**config.mk**
```make
export PLATFORM = sky130hd
export DESIGN_NAME = fvn_root
export DESIGN_NICKNAME = d
export VERILOG_FILES = /design/src/rtl/fvn_pkg.sv /design/src/rtl/fvn_root.sv
export SDC_FILE = /design/constraint.sdc
export NUM_CORES = 1
export LEC_CHECK = 0
export CELL_PAD_IN_SITES_DETAIL_PLACEMENT = 1
export CELL_PAD_IN_SITES_GLOBAL_PLACEMENT = 1
export CORE_ASPECT_RATIO = 2
export CORE_MARGIN = 2
export CORE_UTILIZATION = 50
export DETAILED_ROUTE_END_ITERATION = 12
export DONT_BUFFER_PORTS = 1
export PLACE_DENSITY_LB_ADDON = 0.2
export SLEW_MARGIN = 0
export SYNTH_ARGS = -nofsm -noshare
export SYNTH_HDL_FRONTEND = slang
export SYNTH_SLANG_ARGS = --single-unit
export TNS_END_PERCENT = 20
```
**constraint.sdc**
```tcl
create_clock -name clock -period 5.7 [get_ports clock]
set_input_delay 0.57 -clock clock [delete_from_list [all_inputs] [get_ports clock]]
set_output_delay 0.57 -clock clock [all_outputs]
set_load 0.02 [all_outputs]
```
**src/rtl/fvn_pkg.sv**
```systemverilog
// Package for the fixed-point vector normalizer.
// It holds the widths, the pipeline state encoding and the lane control struct.
// It has no dependencies.
`default_nettype none
package fvn_pkg;
   localparam int COMP_WIDTH  = 32;
   localparam int RADIX_WIDTH = 5;
   localparam int SQ_WIDTH    = 2 * COMP_WIDTH;           // one square
   localparam int SUM_WIDTH   = SQ_WIDTH + 2;             // sum of three squares
   localparam int VAL_WIDTH   = SUM_WIDTH + 31;           // sum shifted back left
   localparam int ROOT_WIDTH  = (VAL_WIDTH + 1) / 2;      // width of the root
   localparam int ROOT_STEPS  = ROOT_WIDTH;               // one bit pair per cycle
   localparam int DIVD_WIDTH  = COMP_WIDTH + 31;          // |c| << radix
   localparam int CNT_WIDTH   = 7;
   localparam int MAG_WIDTH   = 32;
   localparam logic [RADIX_WIDTH-1:0] RADIX_RESET = RADIX_WIDTH'(12);

   typedef enum logic [4:0] {
      ST_IDLE   = 5'b00001,
      ST_SQUARE = 5'b00010,
      ST_ROOT   = 5'b00100,
      ST_DIVIDE = 5'b01000,
      ST_DONE   = 5'b10000
   } state_type;

   // Control from the sequencer to the divider lanes.
   typedef struct packed {
      logic load;
      logic step;
   } lane_ctrl_type;
endpackage
`default_nettype wire

```
**src/rtl/fvn_root.sv**
```systemverilog
// Bit-pair integer square root, one pair of bits per cycle.
// Depends on fvn_pkg.
`default_nettype none
module fvn_root (
   input  wire logic                            clock,
   input  wire logic                            start,
   input  wire logic [fvn_pkg::VAL_WIDTH-1:0]   value,
   output logic      [fvn_pkg::ROOT_WIDTH-1:0]  root
);
   import fvn_pkg::*;

   localparam int PAD_WIDTH = 2 * ROOT_WIDTH;

   logic [PAD_WIDTH-1:0]    val_ff, val_in;
   logic [ROOT_WIDTH+1:0]   rem_ff, rem_in;
   logic [ROOT_WIDTH-1:0]   q_ff, q_in;
   logic [ROOT_WIDTH+1:0]   shifted, trial;

   // One iteration: bring in the next pair and try to subtract 4q+1.
   always_comb begin
      shifted = {rem_ff[ROOT_WIDTH-1:0], val_ff[PAD_WIDTH-1 -: 2]};
      trial   = {q_ff, 2'b01};
      val_in  = {val_ff[PAD_WIDTH-3:0], 2'b00};
      if (shifted >= trial) begin
         rem_in = shifted - trial;
         q_in   = {q_ff[ROOT_WIDTH-2:0], 1'b1};
      end else begin
         rem_in = shifted;
         q_in   = {q_ff[ROOT_WIDTH-2:0], 1'b0};
      end
   end

   always_ff @(posedge clock) begin
      if (start) begin
         val_ff <= PAD_WIDTH'(value);
         rem_ff <= '0;
         q_ff   <= '0;
      end else begin
         val_ff <= val_in;
         rem_ff <= rem_in;
         q_ff   <= q_in;
      end
   end

   assign root = q_ff;
endmodule
`default_nettype wire

```
# Yosys cells after proc, flatten, opt, wreduce, memory -nomap -nowiden
# Cells that the tools add are included.
[classes]
n_addsub = 1
n_lt_le_gt_ge = 1
mux = 3
[ops]
columns = ["cell", "n"]
rows = [
  ["$mux 97", 1],
  ["$ge 51x51->1", 1],
  ["$mux 49", 1],
  ["$sub 49x49->49", 1],
  ["$mux 1", 1],
]
[word_totals]
register_bits = 196
in_bits = 99
output_inout_bits = 49

# Longest topological paths before layout
# Gate-level depths: netlist (run 1).
[logic_depth]
word_depth = 2
ltp_mapped = 14

# Least setup slack after synthesis (run 1)
# Ideal clock, no wire load.
[synth_timing]
path_kind = "flip-flop to flip-flop"
startpoint = "reg q_ff[42], in the netlist root[42]"
endpoint = "reg rem_ff[42]"
setup_time_ns = 0.120
t_arrival_ns = 2.583
required_time_ns = 5.580
slack_ns = 2.997
stages_incl_launch_ff = 13
n_path_buf = 1
period_less_slack_ns = 2.703
cell_sequence = "dfxtp_1 -> inv_1 -> ha_1 -> a21o_1 -> a21o_1 -> a21o_1 -> a221o_1 -> a221o_1 -> nor2_1 -> a21o_2 -> buf_6 -> a21oi_1 -> a211o_1"
[synth_between]
elab_chain_cells = 2
[synth_rtl]
columns = ["element", "line", "text"]
rows = [
  ["start: declaration", "fvn_root.sv:16", "logic [ROOT_WIDTH-1:0] q_ff, q_in;"],
  ["start signal: assignment", "fvn_root.sv:41", "q_ff <= q_in;"],
  ["$ge 51x51->1", "fvn_root.sv:24", "if (shifted >= trial) begin"],
  ["$mux 49", "fvn_root.sv:24", ""],
  ["end signal: assignment", "fvn_root.sv:40", "rem_ff <= rem_in;"],
  ["end: declaration", "fvn_root.sv:15", "logic [ROOT_WIDTH+1:0] rem_ff, rem_in;"],
]
# No other way between the ends.
# A chain may end at the register's enable or synchronous reset.

# Worst setup path in the final report (run 1)
[layout_timing]
startpoint = "reg q_ff[31], in the netlist root[31]"
endpoint = "reg rem_ff[28]"
# Same word-level chain as after synthesis.

==> results.py, run 1 <==
metrics = {
    "run_status": {
        "status": "complete, no violations",
    },
    "setup_path": {
        "r2r_slack_ns": 1.61,
        "critPathKind": "reg -> reg",
        "crit_path_top_delay_cell": "a21oi_4",
        "critical_path_depth": 12,
        "worstReg2RegEnd": "rem_ff[28]",
        "worstPathArrival_ns": 4.43,
        "worstPathMaxFanout": 27,
        "critical_path.endpoint": "rem_ff[28]",
        "r2r-start": "root[31]",
        "cp-end-kind": "flop",
        "crit_chain": "inv_1 > ha_1 > nand2_1 > nor4_2 > and3_1 > a221o_1 > a221o_1 > nor2_1 > a21oi_4 > buf_4 > nor2_1 > a211oi_1",
        "crit_buf_inv": 2,
        "start_kind": "flop",
        "reg2reg_depth": 12,
        "cp-startpoint": "root[31]",
        "crit_family": "compound AO/OA/AOI/OAI gates",
        "slowest_delay_ns": 0.84,
        "cp.required_ns": 6.05,
    },
    "power_and_ir_drop": {
        "p_leak_uw": 0.00411,
        "vdd_drop_max_v": 0.000387,
        "powerDensity_nw_per_um2": 617,
    },
    "clocking": {
        "cts_buffers": 17,
        "ctsHoldBuffers": 0,
        "clockBufferDepth": 2,
        "htree_levels": 4,
        "insertion_delay_ns": 0.44,
        "cts_root_buffer": "clkbuf_16",
        "cts_tree": "yes",
        "cts_setup_buffers": 0,
        "cts.clk_slew.worst_paths_ns": 0.08,
        "clock_sinks": 196,
        "cts_resized": 0,
    },
    "synthesis": {
        "seq_area_frac_synth": 0.418,
        "yosys-top-cells-area": "dfxtp_1, mux2_2, ha_1",
        "async_flop_share": 0,
        "synth_top_area_frac": 0.418,
        "synthesis.area_um2": 9390,
        "yosys.area.top_type": "dfxtp_1",
        "ys_seq_elements": 196,
        "synthFlopType": "dfxtp_1",
        "syn_nets": 1156,
        "synth.lib_cells_used.distinct": 56,
        "avgSynthCellArea_um2": 9.33,
        "yosysWarningCount": 0,
        "synth_edf_count": 0,
        "synthesis.instances": 1006,
    },
    "floorplan": {
        "die_h_um": 198,
        "initial_core_util": 0.513,
        "core_area_um2": 18300,
        "die_w_um": 101,
        "row_count": 70,
        "ios": 148,
        "dieArea_um2": 19900,
    },
    "cells_and_area": {
        "nFillCells": 2088,
        "fin_nets": 1081,
        "drive_gt1_frac": 0.150,
        "fin_util": 0.530,
        "syn_to_final_growth_pct": 3.47,
        "final_cells": 1161,
    },
    "routing": {
        "drt_iter0_drc": 163,
        "avgRoutedWirePerCell_um": 19.7,
        "wl_met1_um": 7630,
        "wirelength_um": 22900,
        "dr.pass1.iters": 4,
        "wl_met2_um": 13100,
        "route.met3.wl_um": 905,
        "drc_errors": 0,
        "antenna_left": 0,
        "viasPerCell": 5.80,
        "top_layer": "met4",
        "vias": 6737,
    },
    "placed_design": {
        "dp_cells": 1128,
        "place_congestion": 0.855,
        "io_buffers": 0,
        "dp_slack_ns": 1.62,
        "hpwl_um": 17400,
    },
    "global_route": {
        "grt_overflow_total": 0,
        "grt_max_degree": 193,
        "grt_usage": 0.237,
        "grt_pass1_wl_um": 36500,
        "grt_pass1_vias": 7366,
        "grt_antenna_before_repair": 1,
    },
    "timing": {
        "setup_viol": 0,
        "fmax_mhz": 245,
        "slew_headroom": 0.305,
        "whs_ns": 0.190,
        "grt_setup_unrepaired": "no",
        "skew_ns": 0.0101,
        "final_max_slew_viol_count": 0,
        "fin_crit_sh": 0.717,
        "timing.final.crit_period_ns": 4.09,
        "finalWorstSetupSlack_ns": 1.61,
        "worst_slew_pin_slew_ns": 1.04,
        "setup_tns_ns": 0,
        "hold_viol": 0,
    },
    "hold_path": {
        "hp-start": "start",
        "min_path_type": "in -> reg",
    },
    "job": {
        "cap_violations": 0,
    },
}
-- kinds of logic after synthesis --
| kind of cell | share of synthesized area |
|---|---|
| simple gates | 0.125 |
| flops | 0.418 |
| compound gates | 0.132 |
| buf+inv | 0.0883 |
| mux | 0.131 |
| fa+ha+maj | 0.0680 |
| xor+xnor | 0.0383 |
-- per-stage QoR --
stage / instance area (um^2) / total power [uW]
2_1_floorplan: 9390 / 4110
3_3_place_gp: 9080 / 4690
3_5_place_dp: 9080 / 4740
4_1_cts: 9710 / 6050
5_1_grt: 9710 / 6440
6_report: 9710 / 6000
-- report_power, final --
group | switching (uW) | total (uW) | internal (uW)
combinational | 1850 | 3060 | 1210
sequential | 102 | 1670 | 1570
clock | 578 | 1260 | 684
total | 2530 | 6000 | 3470
-- per-layer routing --
layer / global-route usage / up-vias
li1: - / 3269
met1: 0.209 / 3229
met2: 0.463 / 166
met3: 0.0547 / 73
met4: 0.142 / 0
met5: 0 / -
-- synthesized netlist by cell type (all sizes together), types with 2 or more instances --
| master | count |
|---|---|
| dfxtp | 196 |
| nor2 | 103 |
| mux2 | 95 |
| a21oi | 81 |
| inv | 64 |
| buf | 63 |
| nand2 | 62 |
| ha | 51 |
| clkbuf | 32 |
| o21ai | 30 |
| a21o | 26 |
| xnor2 | 26 |
| nand4 | 22 |
| mux2i | 16 |
| a211oi | 15 |
| and3 | 15 |
| xor2 | 15 |
| nand3 | 12 |
| nor3 | 11 |
| nor4 | 8 |
| o21bai | 6 |
| nor2b | 5 |
| o21a | 5 |
| a31oi | 4 |
| and2 | 4 |
| nand2b | 4 |
| o31ai | 4 |
| or3 | 4 |
| a21boi | 3 |
| a221o | 3 |
| a31o | 3 |
| a211o | 2 |
| o211ai | 2 |
| o221ai | 2 |
| or2 | 2 |
-- cell usage in the layout (no fill, tap or decap), types with 3 or more instances in the layout --
cell	instances
nor3_1	11
a21oi_1	79
inv_1	64
xor2_1	15
and3_1	15
a21boi_0	3
mux2_2	95
nor2b_1	5
a21o_1	25
o21a_1	5
a211oi_1	10
nand4_1	22
o21ai_1	3
nand2b_1	4
inv_8	5
nor4_1	7
xnor2_1	26
mux2i_1	16
o21ai_0	27
nand3_1	12
and2_1	4
o21bai_1	6
a221o_1	3
a31oi_1	3
o31ai_1	4
or3_1	4
nor2_1	102
ha_1	51
nand2_1	62
dfxtp_1	196
a211oi_2	5
clkbuf_16	17
-- how the worst min path moves through the flow --
| stage | slack (ns) | cells after the start | end |
|---|---|---|---|
| floorplan | 0.41 | 1 | val_ff[97] |
| global placement | 0.43 | 1 | val_ff[97] |
| detailed placement | 0.43 | 1 | val_ff[97] |
| CTS | 0.19 | 1 | root[39] |
| global route | 0.18 | 1 | root[1] |
| finish | 0.19 | 1 | root[41] |
-- final cells by class --
class	instances	area, um^2	area share
well taps	216	270	0.0278
multi-input cells	651	4640	0.478
inverters	64	240	0.0247
repair buffers	1	7.51	0.000773
flip-flops and latches	196	3920	0.404
diodes	1	2.50	0.000258
clock buffers	19	443	0.0456
clock inverters	13	183	0.0188
-- registers in the layout, indices dropped and copies added, names as in the netlist --
register  cells
rem_ff       49
root         49
val_ff       98
No activity file was read; power rests on OpenSTA's default activity.
==> run 2, diff against run 1 <==
- CORE_UTILIZATION: 50 -> 44
- clock period: 5.7 -> 3.4 ns (I/O delays scaled with it)
==> run 2 against run 1 <==
Clock skew grew 0.0018 ns. Hold slack lost 0.16 ns. Combinational power grew 83%. Die area grew 13%. Critical path depth is the same. Non-clock buffer count grew 66. Count of clock-buffer cells in the layout grew 1. Sequential share of layout area shrank 2.2 points. Utilization shrank 3.9 points. Critical endpoint is now rem_ff[42]. Highest routed layer unchanged.
==> results.py, run 2 (same netlist as run 1, synthesis figures left out) <==
metrics = {
    "run_status": {
        "status": "complete, no violations",
    },
    "clocking": {
        "ctsHoldBuffers": 1,
        "insertion_delay_ns": 0.45,
        "cts_root_buffer": "clkbuf_16",
        "cts_resized": 0,
        "clockBufferDepth": 2,
        "cts_tree": "yes",
        "cts_buffers": 17,
        "cts_setup_buffers": 0,
        "clock_sinks": 196,
        "cts.clk_slew.worst_paths_ns": 0.07,
        "htree_levels": 4,
    },
    "cells_and_area": {
        "largest_register_ffs": 98,
        "final_cell_mix": "dfxtp_1, nor2_1, mux2_2, a21oi_1",
        "fin_nets": 1147,
        "final_common_cell": "dfxtp_1",
        "top_register": "val_ff",
        "syn_to_final_growth_pct": 9.56,
        "layout.area.seq_um2": 3920,
        "num_antenna_cells": 0,
        "multiInputGateArea_um2": 4640,
        "drive_gt1_frac": 0.205,
        "nFillCells": 2375,
    },
    "global_route": {
        "grt_antenna_before_repair": 0,
        "grt_pass1_wl_um": 38400,
        "grt_usage": 0.221,
        "grt_overflow_total": 0,
        "grt_max_degree": 114,
        "grt_pass1_vias": 7668,
    },
    "setup_path": {
        "cp.required_ns": 3.73,
        "r2r_slack_ns": 0.20,
        "crit_chain": "inv_1 > ha_1 > nand2_1 > nor4_2 > and3_1 > a221o_1 > a221o_1 > nor2_1 > a21o_2 > buf_4 > and3_1 > a211o_1",
        "worstReg2RegEnd": "rem_ff[42]",
        "start_kind": "flop",
        "crit_path_top_delay_cell": "dfxtp_1",
        "worstPathArrival_ns": 3.53,
        "crit_buf_inv": 2,
        "crit_family": "simple AND/OR/NAND/NOR gates",
        "r2r-start": "root[37]",
        "critPathKind": "reg -> reg",
        "worstPathMaxFanout": 10,
        "cp-end-kind": "flop",
        "slowest_delay_ns": 0.45,
        "reg2reg_depth": 12,
    },
    "timing": {
        "finalWorstSetupSlack_ns": 0.205,
        "hold_viol": 0,
        "fmax_mhz": 313,
        "setup_tns_ns": 0,
        "final_max_slew_viol_count": 0,
        "timing.final.crit_period_ns": 3.20,
        "slew_headroom": 0.609,
        "grt_setup_unrepaired": "no",
        "whs_ns": 0.0254,
        "setup_viol": 0,
        "skew_ns": 0.0119,
        "fin_crit_sh": 0.940,
        "worst_slew_pin_slew_ns": 0.581,
    },
    "floorplan": {
        "row_count": 75,
        "ios": 148,
        "die_w_um": 107,
        "dieArea_um2": 22600,
        "die_h_um": 211,
        "core_area_um2": 20900,
        "initial_core_util": 0.448,
    },
    "power_and_ir_drop": {
        "p_leak_uw": 0.00445,
        "powerDensity_nw_per_um2": 1020,
        "vdd_drop_max_v": 0.000552,
    },
    "placed_design": {
        "dp_slack_ns": 0.276,
        "place_congestion": 0.889,
        "io_buffers": 0,
        "hpwl_um": 18600,
    },
    "routing": {
        "dr.pass1.iters": 4,
        "drt_iter0_drc": 153,
        "antenna_left": 0,
        "viasPerCell": 5.48,
        "wirelength_um": 24300,
        "vias": 7008,
        "drc_errors": 0,
        "avgRoutedWirePerCell_um": 19.0,
    },
    "hold_path": {
        "hp-start": "value[1]",
        "hold_end": "val_ff[1]",
        "min_path_type": "in -> reg",
        "hold_depth": 1,
    },
    "job": {
        "cap_violations": 0,
    },
}
==> run 2: changes by cell type in the layout (fill, tap and decap cells not counted), moves of 2 or more <==
cell / delta
inv_8: -3
inv_6: +2
clkbuf_8: +2
buf_4: +63
==> run 2: worst max-delay path by stage <==
stage	start	endpoint	slack (ns)	cells after the start
floorplan	root[42]	rem_ff[42]	0.70	12
global placement	root[37]	rem_ff[42]	0.37	12
detailed placement	root[36]	rem_ff[42]	0.28	12
CTS	root[36]	rem_ff[42]	0.27	12
global route	root[37]	rem_ff[36]	0.003	12
finish	root[37]	rem_ff[42]	0.20	12
==> run 2: routing by layer <==
layer | up-vias | global-route usage | part of all wire
met5 | - | 0 | 0
met4 | 0 | 0.119 | 0.046
met3 | 62 | 0.0448 | 0.033
met2 | 160 | 0.446 | 0.59
met1 | 3396 | 0.194 | 0.33
li1 | 3390 | - | -
==> run 2: worst register-to-register path: cells and delay by family, from the launching register on <==
| kind | cells | cell delay (ns) |
|---|---|---|
| and+or+nand+nor | 5 | 1.13 |
| AOI/OAI and AO/OA | 4 | 0.86 |
| DFF | 1 | 0.45 |
| adders and majority gates | 1 | 0.38 |
| buffers and inverters | 2 | 0.26 |
==> run 2: cell type report <==
cell class | count | area share
timing repair buffer | 67 | 0.0523
clock buffer | 20 | 0.0454
tap | 269 | 0.0327
inverter | 64 | 0.0234
clock inverter | 11 | 0.0133
multi-input combinational | 651 | 0.451
sequential | 196 | 0.382
==> run 2: per-stage QoR <==
stage	utilization	area (um^2)	cells	power [uW]
CTS	0.491	10300	1277	10500
global placement	0.461	9640	1245	8340
finish	0.491	10300	1278	10500
global route	0.491	10300	1278	11200
detailed placement	0.461	9640	1245	8420
floorplan	-	9390	1006	6880
==> run 2: report_power, final <==
group          total, uW  switching (uW)  leakage (uW)  internal, uW
Sequential          2790             152       0.00163          2630
Combinational       5610            3280       0.00253          2330
Clock               2050             956      0.000293          1100
Total              10500            4390       0.00445          6070
