File: src/rtl/fvn_pkg.sv
// Package for the fixed-point vector normalizer.
// It holds the widths, the pipeline state encoding and the lane control struct.
// It has no dependencies.
`default_nettype none
package fvn_pkg;
   localparam int COMP_WIDTH  = 32;
   localparam int RADIX_WIDTH = 5;
   localparam int SQ_WIDTH    = 2 * COMP_WIDTH;           // one square
   localparam int SUM_WIDTH   = SQ_WIDTH + 2;             // sum of three squares
   localparam int VAL_WIDTH   = SUM_WIDTH + 31;           // sum shifted back left
   localparam int ROOT_WIDTH  = (VAL_WIDTH + 1) / 2;      // width of the root
   localparam int ROOT_STEPS  = ROOT_WIDTH;               // one bit pair per cycle
   localparam int DIVD_WIDTH  = COMP_WIDTH + 31;          // |c| << radix
   localparam int CNT_WIDTH   = 7;
   localparam int MAG_WIDTH   = 32;
   localparam logic [RADIX_WIDTH-1:0] RADIX_RESET = RADIX_WIDTH'(12);

   typedef enum logic [4:0] {
      ST_IDLE   = 5'b00001,
      ST_SQUARE = 5'b00010,
      ST_ROOT   = 5'b00100,
      ST_DIVIDE = 5'b01000,
      ST_DONE   = 5'b10000
   } state_type;

   // Control from the sequencer to the divider lanes.
   typedef struct packed {
      logic load;
      logic step;
   } lane_ctrl_type;
endpackage
`default_nettype wire

File: src/rtl/fvn_lane.sv
// One divider lane: restoring division of |c| << radix by the magnitude,
// one quotient bit per cycle while step is high, with sign and saturation on the result.
// Depends on fvn_pkg.
`default_nettype none
module fvn_lane (
   input  wire logic                            clock,
   input  wire fvn_pkg::lane_ctrl_type          ctrl,
   input  wire logic [fvn_pkg::COMP_WIDTH-1:0]  comp,
   input  wire logic [fvn_pkg::RADIX_WIDTH-1:0] radix,
   input  wire logic [fvn_pkg::ROOT_WIDTH-1:0]  divisor,
   output logic      [fvn_pkg::COMP_WIDTH-1:0]  unit
);
   import fvn_pkg::*;

   logic                   neg_ff;
   logic [DIVD_WIDTH-1:0]  num_ff, num_in;
   logic [DIVD_WIDTH-1:0]  quo_ff, quo_in;
   logic [ROOT_WIDTH:0]    rem_ff, rem_in;
   logic [ROOT_WIDTH:0]    part;
   logic [COMP_WIDTH-1:0]  mag_abs;
   logic                   big;

   assign mag_abs = comp[COMP_WIDTH-1] ? (~comp + 1'b1) : comp;

   // One restoring step.
   always_comb begin
      part   = {rem_ff[ROOT_WIDTH-1:0], num_ff[DIVD_WIDTH-1]};
      num_in = {num_ff[DIVD_WIDTH-2:0], 1'b0};
      if (part >= {1'b0, divisor}) begin
         rem_in = part - {1'b0, divisor};
         quo_in = {quo_ff[DIVD_WIDTH-2:0], 1'b1};
      end else begin
         rem_in = part;
         quo_in = {quo_ff[DIVD_WIDTH-2:0], 1'b0};
      end
   end

   always_ff @(posedge clock) begin
      if (ctrl.load) begin
         neg_ff <= comp[COMP_WIDTH-1];
         num_ff <= DIVD_WIDTH'(mag_abs) << radix;
         quo_ff <= '0;
         rem_ff <= '0;
      end else if (ctrl.step) begin
         num_ff <= num_in;
         quo_ff <= quo_in;
         rem_ff <= rem_in;
      end
   end

   // Saturate to the signed component range.
   always_comb begin
      big = |quo_ff[DIVD_WIDTH-1:COMP_WIDTH-1];
      if (neg_ff) begin
         if (big) unit = {1'b1, {(COMP_WIDTH-1){1'b0}}};
         else     unit = ~quo_ff[COMP_WIDTH-1:0] + 1'b1;
      end else begin
         if (big) unit = {1'b0, {(COMP_WIDTH-1){1'b1}}};
         else     unit = quo_ff[COMP_WIDTH-1:0];
      end
   end
endmodule
`default_nettype wire

File: config.mk
export PLATFORM = sky130hd
export DESIGN_NAME = fvn_lane
export DESIGN_NICKNAME = d
export VERILOG_FILES = /design/src/rtl/fvn_pkg.sv /design/src/rtl/fvn_lane.sv
export SDC_FILE = /design/constraint.sdc
export NUM_CORES = 1
export LEC_CHECK = 0
export BUFFER_PORTS_ARGS = -buffer_cell sky130_fd_sc_hd__buf_4
export CAP_MARGIN = 40
export CORE_MARGIN = 1.5
export CORE_UTILIZATION = 30
export CTS_BUF_LIST = sky130_fd_sc_hd__clkbuf_16
export CTS_CLUSTER_SIZE = 10
export DETAILED_ROUTE_END_ITERATION = 8
export GPL_ROUTABILITY_DRIVEN = 0
export GPL_TIMING_DRIVEN = 1
export PLACE_DENSITY_LB_ADDON = 0.3
export SLEW_MARGIN = 40
export SYNTH_ARGS = -nofsm -noshare
export SYNTH_HDL_FRONTEND = slang
export SYNTH_SLANG_ARGS = --single-unit
File: constraint.sdc
create_clock -name clock -period 6.3 [get_ports clock]
set_input_delay 0.315 -clock clock [delete_from_list [all_inputs] [get_ports clock]]
set_output_delay 0.315 -clock clock [all_outputs]
set_load 0.005 [all_outputs]
# ---- Word-level counts from Yosys, hierarchy flattened
# Cells that the tools add are included.
dict set report word_totals {
  register_bits 176
  latch_bits 0
  in_bits 89
  out_inout_bits 32
  ramBits 0
  romBits 0
  mem_count 0
  word_cells 21
}
dict set report classes {
  n_div 0
  shift 1
  muxes 8
  n_addsub 3
  order_cmp 1
  n_reduce_logical 2
  eq_ne 0
  multipliers 0
  bitwise_logic 2
}
# cell n
set ops {}
lappend ops {{$mux 32} 4}
lappend ops {{$mux 63} 2}
lappend ops {{$add 32x1->32 const B} 2}
lappend ops {{$not 32->32} 2}
lappend ops {{$shl 32x5->63} 1}
lappend ops {{$ge 50x49->1} 1}
lappend ops {{$mux 49} 1}
lappend ops {{$sub 49x49->49} 1}
lappend ops {{$reduce_or 32->1} 1}
lappend ops {{$reduce_bool 2->1} 1}
lappend ops {{$mux 1} 1}

# ---- Longest topological paths before layout
# Gate-level depths: netlist of the first run.
dict set report depth {
  ltp_word 5
  ltp_mapped 15
}

# ---- Least setup slack after synthesis of the first run
# Ideal clock, no wire load.
dict set report synth_timing {
  path_kind {register to register}
  startpoint {register num_ff[62]}
  endpoint {register rem_ff[46]}
  path_slack_ns 2.911
  synth_period_minus_slack_ns 3.389
  required_ns 6.185
  path_stages_with_launch 16
  t_arrival_ns 3.275
  n_path_buf 0
  path_cell_list {edfxtp_1 -> inv_1 -> ha_1 -> inv_1 -> fa_1 -> a211o_1 -> a21oi_1 -> o21bai_2 -> a311oi_1 -> a31oi_1 -> a311o_1 -> a21oi_1 -> nor2_1 -> mux2i_1 -> nor2_1 -> a2111oi_0}
}
dict set report synth_between {
  elab_chain_cells 2
}
# element line
set synth_lines {}
lappend synth_lines {{from (decl)} fvn_lane.sv:16} ;# logic [DIVD_WIDTH-1:0] num_ff, num_in;
lappend synth_lines {{from (signal assigned)} fvn_lane.sv:41} ;# num_ff <= DIVD_WIDTH'(mag_abs) << radix;
lappend synth_lines {{from (signal assigned)} fvn_lane.sv:45} ;# num_ff <= num_in;
lappend synth_lines {{$sub 49x49->49 / $ge 50x49->1 (equally long branches)} {fvn_lane.sv:30, fvn_lane.sv:29}}
lappend synth_lines {{$mux 49 (*)} fvn_lane.sv:29} ;# if (part >= {1'b0, divisor}) begin
lappend synth_lines {{to (signal assigned)} fvn_lane.sv:47} ;# rem_ff <= rem_in;
lappend synth_lines {{to (decl)} fvn_lane.sv:18} ;# logic [ROOT_WIDTH:0] rem_ff, rem_in;
# Mark *: on every way between the ends. The rest lies on a longest branch, timed or not.
# A chain may end at the register's enable or synchronous reset.

# ---- Worst setup path in the final report of the first run
dict set report layout_timing {
  startpoint {register quo_ff[2]}
  endpoint {output port unit[29] in the netlist's numbering}
}
dict set report layout_between {
  elab_chain_cells 4
}
# element line
set layout_lines {}
lappend layout_lines {{from (decl)} fvn_lane.sv:17} ;# logic [DIVD_WIDTH-1:0] quo_ff, quo_in;
lappend layout_lines {{from (signal assigned)} fvn_lane.sv:46} ;# quo_ff <= quo_in;
lappend layout_lines {{$not 32->32} fvn_lane.sv:56} ;# else unit = ~quo_ff[COMP_WIDTH-1:0] + 1'b1;
lappend layout_lines {{$add 32x1->32} fvn_lane.sv:56}
lappend layout_lines {{$mux 32} fvn_lane.sv:55} ;# if (big) unit = {1'b1, {(COMP_WIDTH-1){1'b0}}};
lappend layout_lines {{$mux 32} fvn_lane.sv:54} ;# if (neg_ff) begin
lappend layout_lines {{to (decl)} fvn_lane.sv:11} ;# output logic [fvn_pkg::COMP_WIDTH-1:0] unit
# Every way passes these cells.

==> impl_metrics.ini, run 1 <==
[hold_path]
min_path_cells = 5
min_path_type = in -> reg
holdPathEnd = rem_ff[0]
hp-start = divisor[0]

[global_route]
grt_use_total_pct = 16.4
grt_first_pass_wirelength_um = 64300
grt_max_degree = 76
grt_pass1_vias = 12300
antenna_found_initial = 0
grt_remaining_overflow = 0

[clock_network]
root_buffer = clkbuf_16
cts-resized-gates = 0
clock_sinks = 176
hold_buffers = 0
clkLatencyLatePin_ns = 0.45
htree_num_levels = 4
tritoncts = built
clkTransAtPathRegs_ns = 0.08
post_cts_buffers = 0
cts_made_buffers = 17
cts_buffer_depth = 2

[floorplan]
io_pins = 121
die_area_sq_um = 47800
die_w_um = 219
fp-row-count = 78
coreArea_sq_um = 45700
initial_core_util_pct = 30.5
dieHeight_um = 219

[routing]
post-route-drc-count = 0
firstDrtPassIters = 5
vias = 13000
antenna_left = 0
wirelength_um = 39500
viasPerCell = 5.41
avgRoutedWirePerCell_um = 16.5
drt_iter0_drc = 882

[timing]
hold_viol = 0
post-route-period-util_pct = 65.9
tns_ns = 0
setup_viol = 0
period_minus_slack_ns = 4.15
tightest_slew_ns = 0.813
slew_headroom_pct = 45.8
skew_ns = 0.0121
fmax_ghz = 0.241
report.final.slew_viol_count = 0
grt_setup_unrepaired = false

[setup_path]
crit_family = simple AND/OR/NAND/NOR gates
endpoint_kind = output port
path_cells = or3_1 > or3_1 > or3_1 > or3_1 > nor3_1 > nand2_1 > or3_1 > o31ai_4 > nand2_1 > xnor2_1 > buf_4
crit_type = reg -> out
crit_slowest_cell = or3_1
cpPeakStageDelay_ns = 0.43
cp.required_ns = 5.98
crit_fanout = 7
cp-start-kind = flip-flop
r2r-start = num_ff[62]
worstPathArrival_ns = 3.83
r2r_slack_ns = 2.16
reg2reg_depth = 15
reg2reg_to = rem_ff[40]
cp_num_buf_inv = 1
crit_top_cell = or3_1

[power]
p_leak_nw = 6.57
total_power_w = 0.00356
peakVddDrop_v = 0.000121
cellPowerDensity_nw_per_um2 = 225

[cells_and_area]
multi_input_area_sq_um = 8940
area_delta_synth_final_pct = 13.6
finalNetCount = 1923
antennaDiodeCount = 0
nFillCells = 4874
final_layout_size_suffix_gt1_share_pct = 11.5
instances_no_fill = 2395
regArea_sq_um = 4160

[synthesis]
ys_ff_latch = 176
ys.flop_type = dfxtp_1
syn-num-nets = 1903
synth_edf_count = 64
synth_warnings = 0
avgSynthCellArea_sq_um = 7.92
syn-instance-count = 1762
synth_cell_types = 79
async_flop_share_pct = 0
synth_area_sq_um = 13900
seq_area_frac_synth_pct = 29.9

[status]
outcome = completed

[job]
cap_violations = 0

[placed_design]
portBuffers = 120
dpl.hpwl_um = 28600
place_inst = 2362
[Yosys cell counts (all sizes together), types with 7 or more instances]
cell       n  area (sq um)
nand4     27           175
ha        51           638
dfxtp    112          2240
o221ai    12           105
buf       25           119
nor2b      7          43.8
a21o      29           218
nand2    159           597
mux2i    126          1260
o21bai    14           109
clkbuf   104           390
edfxtp    64          1920
xnor2     39           342
and3      13          81.3
o31ai     13           111
or2       10          62.6
or4        7          60.1
xor2      32           280
a31oi     15          93.8
nor4      15           109
a22oi      8          60.1
a221oi     7          67.6
o41ai      8           104
nand2b    15          93.8
inv       91           342
o21a      14           105
nor2     221           830
nor3      32           170
a21oi    106           531
mux2      18           210
nand3     34           170
o21ai    119           596
a211oi    48           360
or3       24           155
o211ai    15           113
o2bb2ai   27           236
o22ai     11          68.8
o311ai    16           140
and2       9          56.3
[area by class of cell]
cell class                 instances  area share [%]
multi-input combinational       1365            56.4
sequential                       176            26.3
clock inverter                    12           0.908
tap                              600            4.74
clock buffer                      20            3.16
inverter                          92            2.18
timing repair buffer             130            6.29
[cell usage in the layout, fill, tap and decap left out, types with 30 or more instances in the layout]
cell	count
nor3_1	30
nand2_1	159
inv_1	91
xnor2_1	39
edfxtp_1	64
dfxtp_1	112
a211oi_1	48
ha_1	51
mux2i_1	126
nand3_1	34
buf_4	127
a21oi_1	106
xor2_1	32
o21ai_0	116
nor2_1	220
[worst reg2reg max path: stages (launching register included)]
cell and delay (ns):
edfxtp_1 0.40, inv_1 0.07, ha_1 0.15, inv_1 0.05, fa_1 0.43, a211o_1 0.35, a21oi_1 0.24, o21bai_2 0.15
a311oi_1 0.48, a31oi_1 0.32, a31oi_1 0.34, o41ai_4 0.09, buf_4 0.28, nand3_1 0.14, o21ai_0 0.07, a2111oi_0 0.43
[flip-flops by register name (all words and copies together), names as in the netlist]
| register | cells |
|---|---|
| rem_ff | 49 |
| num_ff | 63 |
| neg_ff | 1 |
| quo_ff | 63 |
[worst max-delay path by stage]
stage                  to  depth (start not counted)        from  slack (ns)
2_1_floorplan  rem_ff[46]                         15  num_ff[62]        2.91
3_3_place_gp   rem_ff[40]                         15  num_ff[62]        2.37
3_5_place_dp   rem_ff[40]                         15  num_ff[62]        2.28
4_1_cts          unit[30]                         12   quo_ff[0]        2.15
5_1_grt          unit[29]                         11   quo_ff[3]        1.89
6_report         unit[29]                         11   quo_ff[2]        2.15
[per-layer routing]
metal  routed length, um  global-route usage, %  up-vias  share of wire (%)
li1                    -                      -     6492                  -
met1               19000                   23.1     6083                 48
met2               18000                   26.2      352                 46
met3                1900                   2.10       41                4.8
met4                 606                   4.39        0                1.5
met5                   0                      0        -                  0
[through the flow]
| stage | hold slack, ns | worst slack (ns) | cell area, sq um | utilization [%] |
|---|---|---|---|---|
| detailed placement | 0.482 | 2.28 | 15200 | 33.2 |
| floorplan | 0.414 | 2.91 | 13900 | - |
| global placement | 0.473 | 2.37 | 15200 | 33.2 |
| finish | 0.300 | 2.15 | 15800 | 34.7 |
| global route | 0.323 | 1.89 | 15800 | 34.7 |
| CTS | 0.285 | 2.15 | 15800 | 34.6 |
[cells by family (layout without fill, tap and decap cells)]
kind of cell | after synthesis | count (layout) | synth area share, %
DFF | 176 | 176 | 29.9
muxes | 144 | 144 | 10.5
buffers and inverters | 221 | 254 | 6.13
adders and majority gates | 52 | 52 | 4.72
AOI/OAI and AO/OA | 515 | 515 | 25.1
and+or+nand+nor | 583 | 583 | 19.2
xor gates and xnor gates | 71 | 71 | 4.46
[power by group]
part,internal (W),switching (W)
Combinational,0.000438,0.000643
Clock,0.000663,0.000490
Sequential,0.00128,0.0000486
Power figures use the tool's default switching activity.
==> run 2, diff against run 1 <==
Settings changed: ABC_AREA set to 1.
Clock period 6.3 ns to 4.1 ns, I/O delays scaled along.
==> impl_metrics.ini, run 2 <==
[setup_path]
path_cells = inv_1 > nand4_1 > nor3_1 > nand3_1 > nor2_1 > buf_4 > inv_1 > buf_4 > o21ai_0 > o21ai_0 > xor2_1 > buf_4
crit_type = reg -> out
cp-start-kind = flip-flop
cp_num_buf_inv = 5
crit_top_cell = buf_4
cpPeakStageDelay_ns = 0.30
crit_family = buffers and inverters
worstPathArrival_ns = 2.77
cp.required_ns = 3.89
endpoint_kind = output port
crit_fanout = 33
reg2reg_depth = 13
worst-path-stages = 12
crit_slowest_cell = dfxtp_1

[synthesis]
async_flop_share_pct = 0
seq_area_frac_synth_pct = 28.7
synth_xor_area_share_pct = 3.38
synthTopCellsByArea = nand2_1, dfxtp_1, edfxtp_1
ys_top_cells_by_count = nand2_1, nand3_1, inv_1
synthAdderAreaFrac_pct = 4.53
synth_edf_count = 64
ys.flop_type = dfxtp_1
yosysTopAreaCell = nand2_1
synth_top_area_share_pct = 16.6
synth_top_family_by_area = simple AND/OR/NAND/NOR gates
syn-num-nets = 2473
yosysMostFrequentCell = nand2_1
avgSynthCellArea_sq_um = 6.23
syn-instance-count = 2332
synth_area_sq_um = 14500
muxShareOfSynthArea_pct = 0
synth-simple-area-share_pct = 39.9
synth_compound_area_share_pct = 13.1
ys_ff_latch = 176
synth_cell_types = 50
synth_warnings = 0

[placed_design]
place_inst = 2983
dpl.hpwl_um = 35200
portBuffers = 120

[routing]
post-route-drc-count = 0
antenna_left = 0
drt_iter0_drc = 1229
viasPerCell = 5.09
firstDrtPassIters = 5
vias = 15300
avgRoutedWirePerCell_um = 15.3
wirelength_um = 46000

[cells_and_area]
nFillCells = 5211
antennaDiodeCount = 0
final_layout_size_suffix_gt1_share_pct = 8.79
layout_common_cells = nand2_1, nand3_1, inv_1, nor2_1, buf_4
finalNetCount = 2528
utilization_pct = 34.5
area_delta_synth_final_pct = 13.4
top_regs = num_ff: 63 flops, quo_ff: 63 flops, rem_ff: 49 flops
final_common_cell = nand2_1
instances_no_fill = 3015

[floorplan]
coreArea_sq_um = 47700
fp-row-count = 80
die_area_sq_um = 49700
io_pins = 121
die_w_um = 223
dieHeight_um = 223
initial_core_util_pct = 30.4

[global_route]
grt_use_total_pct = 18.8
grt_max_degree = 81
grt_pass1_vias = 14800
grt_first_pass_wirelength_um = 75200
grt_remaining_overflow = 0
antenna_found_initial = 0

[clock_network]
cts_made_buffers = 17
tritoncts = built
root_buffer = clkbuf_16
post_cts_buffers = 0
clock_sinks = 176
hold_buffers = 0
clkTransAtPathRegs_ns = 0.09
cts-resized-gates = 0
clkLatencyLatePin_ns = 0.49
htree_num_levels = 4
cts_buffer_depth = 2

[hold_path]
min_path_cells = 2
min_path_type = in -> reg

[timing]
skew_ns = 0.0257
grt_setup_unrepaired = false
report.final.slew_viol_count = 0
tns_ns = 0
tightest_slew_ns = 0.714
hold_viol = 0
period_minus_slack_ns = 2.97
post-route-period-util_pct = 72.5
hold_ws_ns = 0.0869
setup_viol = 0
slew_headroom_pct = 52.4
fmax_ghz = 0.336

[power]
cellPowerDensity_nw_per_um2 = 270
p_leak_nw = 7.89
peakVddDrop_v = 0.000384

[job]
cap_violations = 0

[status]
outcome = completed
[run 2: changes by cell type in the layout (fill, tap and decap cells not counted), sizes merged, moves of 18 or more]
cell     delta
inv       +207
a21o       -21
nand2     +488
a21oi      -23
a211oi     -48
nand3     +337
o21ai      -28
o2bb2ai    -27
mux2i     -126
or3        -24
xnor2      -19
nor2       +23
o22ai      +51
mux2       -18
[run 2: worst reg2reg max path: stages (launching register included)]
cell      delay (ns)
edfxtp_1        0.39
inv_1           0.07
ha_1            0.13
inv_1           0.08
fa_1            0.46
nand4_1         0.13
nand3_1         0.18
nand2_1         0.13
inv_2           0.06
nor2_8          0.15
nand3_1         0.49
inv_1           0.27
nand2_1         0.07
a21oi_1         0.14
[run 2: kinds of logic after synthesis]
logic type	Yosys count
AOI/OAI and AO/OA	320
and+or+nand+nor	1342
DFF	176
xor gates and xnor gates	56
buffers and inverters	386
adders and majority gates	52
[run 2: path summary, 6_finish.rpt]
| kind | from | to | slack, ns |
|---|---|---|---|
| worst max-delay path | quo_ff[60] | unit[11] | 1.13 |
| worst min-delay path | ctrl[1] | rem_ff[48] | 0.09 |
| worst max register to register | num_ff[62] | rem_ff[30] | 1.28 |
| worst min register to register | rem_ff[12] | rem_ff[12] | 0.47 |
[run 2: area by class of cell]
| class | instances | area [sq um] | area share (%) |
|---|---|---|---|
| Tap cell | 615 | 769 | 4.67 |
| Clock buffer | 17 | 425 | 2.58 |
| Sequential cell | 176 | 4160 | 25.3 |
| Inverter | 293 | 1110 | 6.73 |
| Multi-Input combinational cell | 1770 | 8860 | 53.8 |
| Clock inverter | 15 | 166 | 1.01 |
| Timing Repair Buffer | 129 | 968 | 5.88 |
[run 2: routing by layer]
metal  wire length (um)  track usage, %
met4               1200            6.10
met2              22100            32.2
met1              20400            23.6
met5                  0               0
met3               2390            3.62
[run 2: where the power goes]
part / internal [W] / leakage, nW / switching, W
logic: 0.000288 / 6.02 / 0.000553
registers: 0.00191 / 1.59 / 0.0000268
clock network: 0.000820 / 0.287 / 0.000845
total: 0.00301 / 7.89 / 0.00142
[run 2: stage by stage]
step / cell area, sq um / total power (W) / setup WS, ns
4_1_cts: 16500 / 0.00450 / 0.957
2_1_floorplan: 14500 / 0.00252 / 1.13
3_3_place_gp: 15900 / 0.00280 / 1.40
5_1_grt: 16500 / 0.00467 / 0.811
3_5_place_dp: 15900 / 0.00281 / 1.32
6_report: 16500 / 0.00444 / 1.13
==> run 3, diff against run 2 <==
Settings changed: ABC_AREA 1 to 0.
Clock period 4.1 ns to 2.8 ns, I/O delays scaled along.
==> impl_metrics.ini, run 3 (synthesis gave the netlist of run 1 again) <==
[floorplan]
die_area_sq_um = 47800
io_pins = 121
fp-row-count = 78
coreArea_sq_um = 45700
die_w_um = 219
dieHeight_um = 219
initial_core_util_pct = 30.5

[global_route]
grt_use_total_pct = 18.2
grt_first_pass_wirelength_um = 70900
antenna_found_initial = 0
grt_remaining_overflow = 0
grt_max_degree = 131
grt_pass1_vias = 13900

[setup_path]
crit_slowest_cell = o41a_1
worstPathArrival_ns = 3.57
crit_family = simple AND/OR/NAND/NOR gates
cpPeakStageDelay_ns = 0.42
cp.required_ns = 2.66
cp_num_buf_inv = 1
crit_fanout = 5
path_cells = or3_4 > or3_4 > or3_4 > or3_4 > or3_4 > o41a_1 > a21o_4 > nand2b_4 > xnor2_2 > buf_4
crit_type = reg -> out
cp-start-kind = flip-flop
endpoint_kind = output port
crit_top_cell = or3_4

[cells_and_area]
top_regs = num_ff: 63 flops, quo_ff: 63 flops, rem_ff: 49 flops
final_layout_size_suffix_gt1_share_pct = 31.4
stdcell_area_sq_um = 19300
final_common_cell = buf_4
area_delta_synth_final_pct = 38.4
nFillCells = 4584
regArea_sq_um = 4170
antennaDiodeCount = 0
multi_input_area_sq_um = 9750
layout_common_cells = buf_4, nor2_1, nand2_1, mux2i_1, dfxtp_1
utilization_pct = 42.3
finalNetCount = 2254

[clock_network]
cts_made_buffers = 17
clkLatencyLatePin_ns = 0.44
clkTransAtPathRegs_ns = 0.08
tritoncts = built
cts_buffer_depth = 2
clock_sinks = 176
root_buffer = clkbuf_16
htree_num_levels = 4

[routing]
post-route-drc-count = 0
antenna_left = 0
firstDrtPassIters = 5
drt_iter0_drc = 951
avgRoutedWirePerCell_um = 16.3
wirelength_um = 44400
vias = 14400
viasPerCell = 5.28

[timing]
setup_viol = 73
setup_ws_ns = -0.913
report.final.slew_viol_count = 0
skew_ns = 0.00716
post-route-period-util_pct = 133
period_minus_slack_ns = 3.71
slew_headroom_pct = 42.2
grt_setup_unrepaired = true
tightest_slew_ns = 0.868
hold_viol = 0
fmax_ghz = 0.269

[power]
clkPwrFrac_pct = 26.7
p_int_w = 0.00587
pwr-share-comb_pct = 40.4
power_frac_seq_pct = 32.9
switching_share_pct = 35.1
p_switching_w = 0.00317
peakVddDrop_v = 0.000402
cellPowerDensity_nw_per_um2 = 468
p_leak_nw = 8.51
total_power_w = 0.00904

[status]
outcome = finished, violations left
violations = setup timing

[placed_design]
pre_cts_ws_ns = -0.623
portBuffers = 120
dpl.hpwl_um = 32300
dpl-instance-area_sq_um = 17600

[job]
cap_violations = 0

[hold_path]
min_path_type = in -> reg
## run 3: cell type report
| type | count | share of cell area, % |
|---|---|---|
| inverter | 92 | 1.79 |
| clock buffer | 17 | 2.20 |
| clock inverter | 15 | 0.868 |
| timing repair buffer | 461 | 19.2 |
| multi-input combinational | 1365 | 50.5 |
| tap | 600 | 3.89 |
| sequential | 176 | 21.6 |
## run 3: power groups by stage
| stage | logic, W | clock network (W) | registers [W] |
|---|---|---|---|
| 2_1_floorplan | 0.00181 | 0 | 0.00300 |
| 3_3_place_gp | 0.00305 | 0 | 0.00302 |
| 3_5_place_dp | 0.00308 | 0 | 0.00302 |
| 4_1_cts | 0.00345 | 0.00246 | 0.00297 |
| 5_1_grt | 0.00394 | 0.00256 | 0.00300 |
| 6_report | 0.00365 | 0.00242 | 0.00297 |
## run 3: final timing paths
path,from,end,cells after the start,slack (ns)
setup reg to reg,num_ff[62],rem_ff[10],16,-0.57
setup / recovery,quo_ff[2],unit[24],10,-0.91
hold / removal,divisor[0],rem_ff[0],5,0.19
hold reg to reg,rem_ff[26],rem_ff[26],2,0.47
## run 3: through the flow
stage               instances  setup TNS, ns  hold slack (ns)
floorplan                1762         -11.23            0.239
global placement         2658         -44.22            0.457
detailed placement       2658         -49.10            0.466
CTS                      2717         -44.03            0.148
global route             2726         -49.04            0.214
finish                   2726         -39.17            0.189
## run 3: what timing repair did
item                       4_1_cts  5_1_grt
cloned                           7        0
hold buffers                     1        0
pin swaps                       58       33
buffers inserted                21       12
gates resized for setup        122       99
setup endpoints to repair       80      116
hold endpoints to repair         1        0
## run 3: worst register-to-register path: cells and delay by family (launching register included)
| family | cells | cell delay, ns |
|---|---|---|
| AOI/OAI and AO/OA | 8 | 1.68 |
| adders and majority gates | 2 | 0.54 |
| buffers and inverters | 5 | 0.57 |
| DFF | 1 | 0.41 |
| muxes | 1 | 0.12 |
## run 3: metal layers
layer | vias up | global-route usage [%] | wire length (um)
met5 | - | 0 | 0
met4 | 0 | 5.56 | 932
met3 | 70 | 2.25 | 1830
met2 | 398 | 30.8 | 21100
met1 | 6796 | 23.9 | 20500
li1 | 7127 | - | -
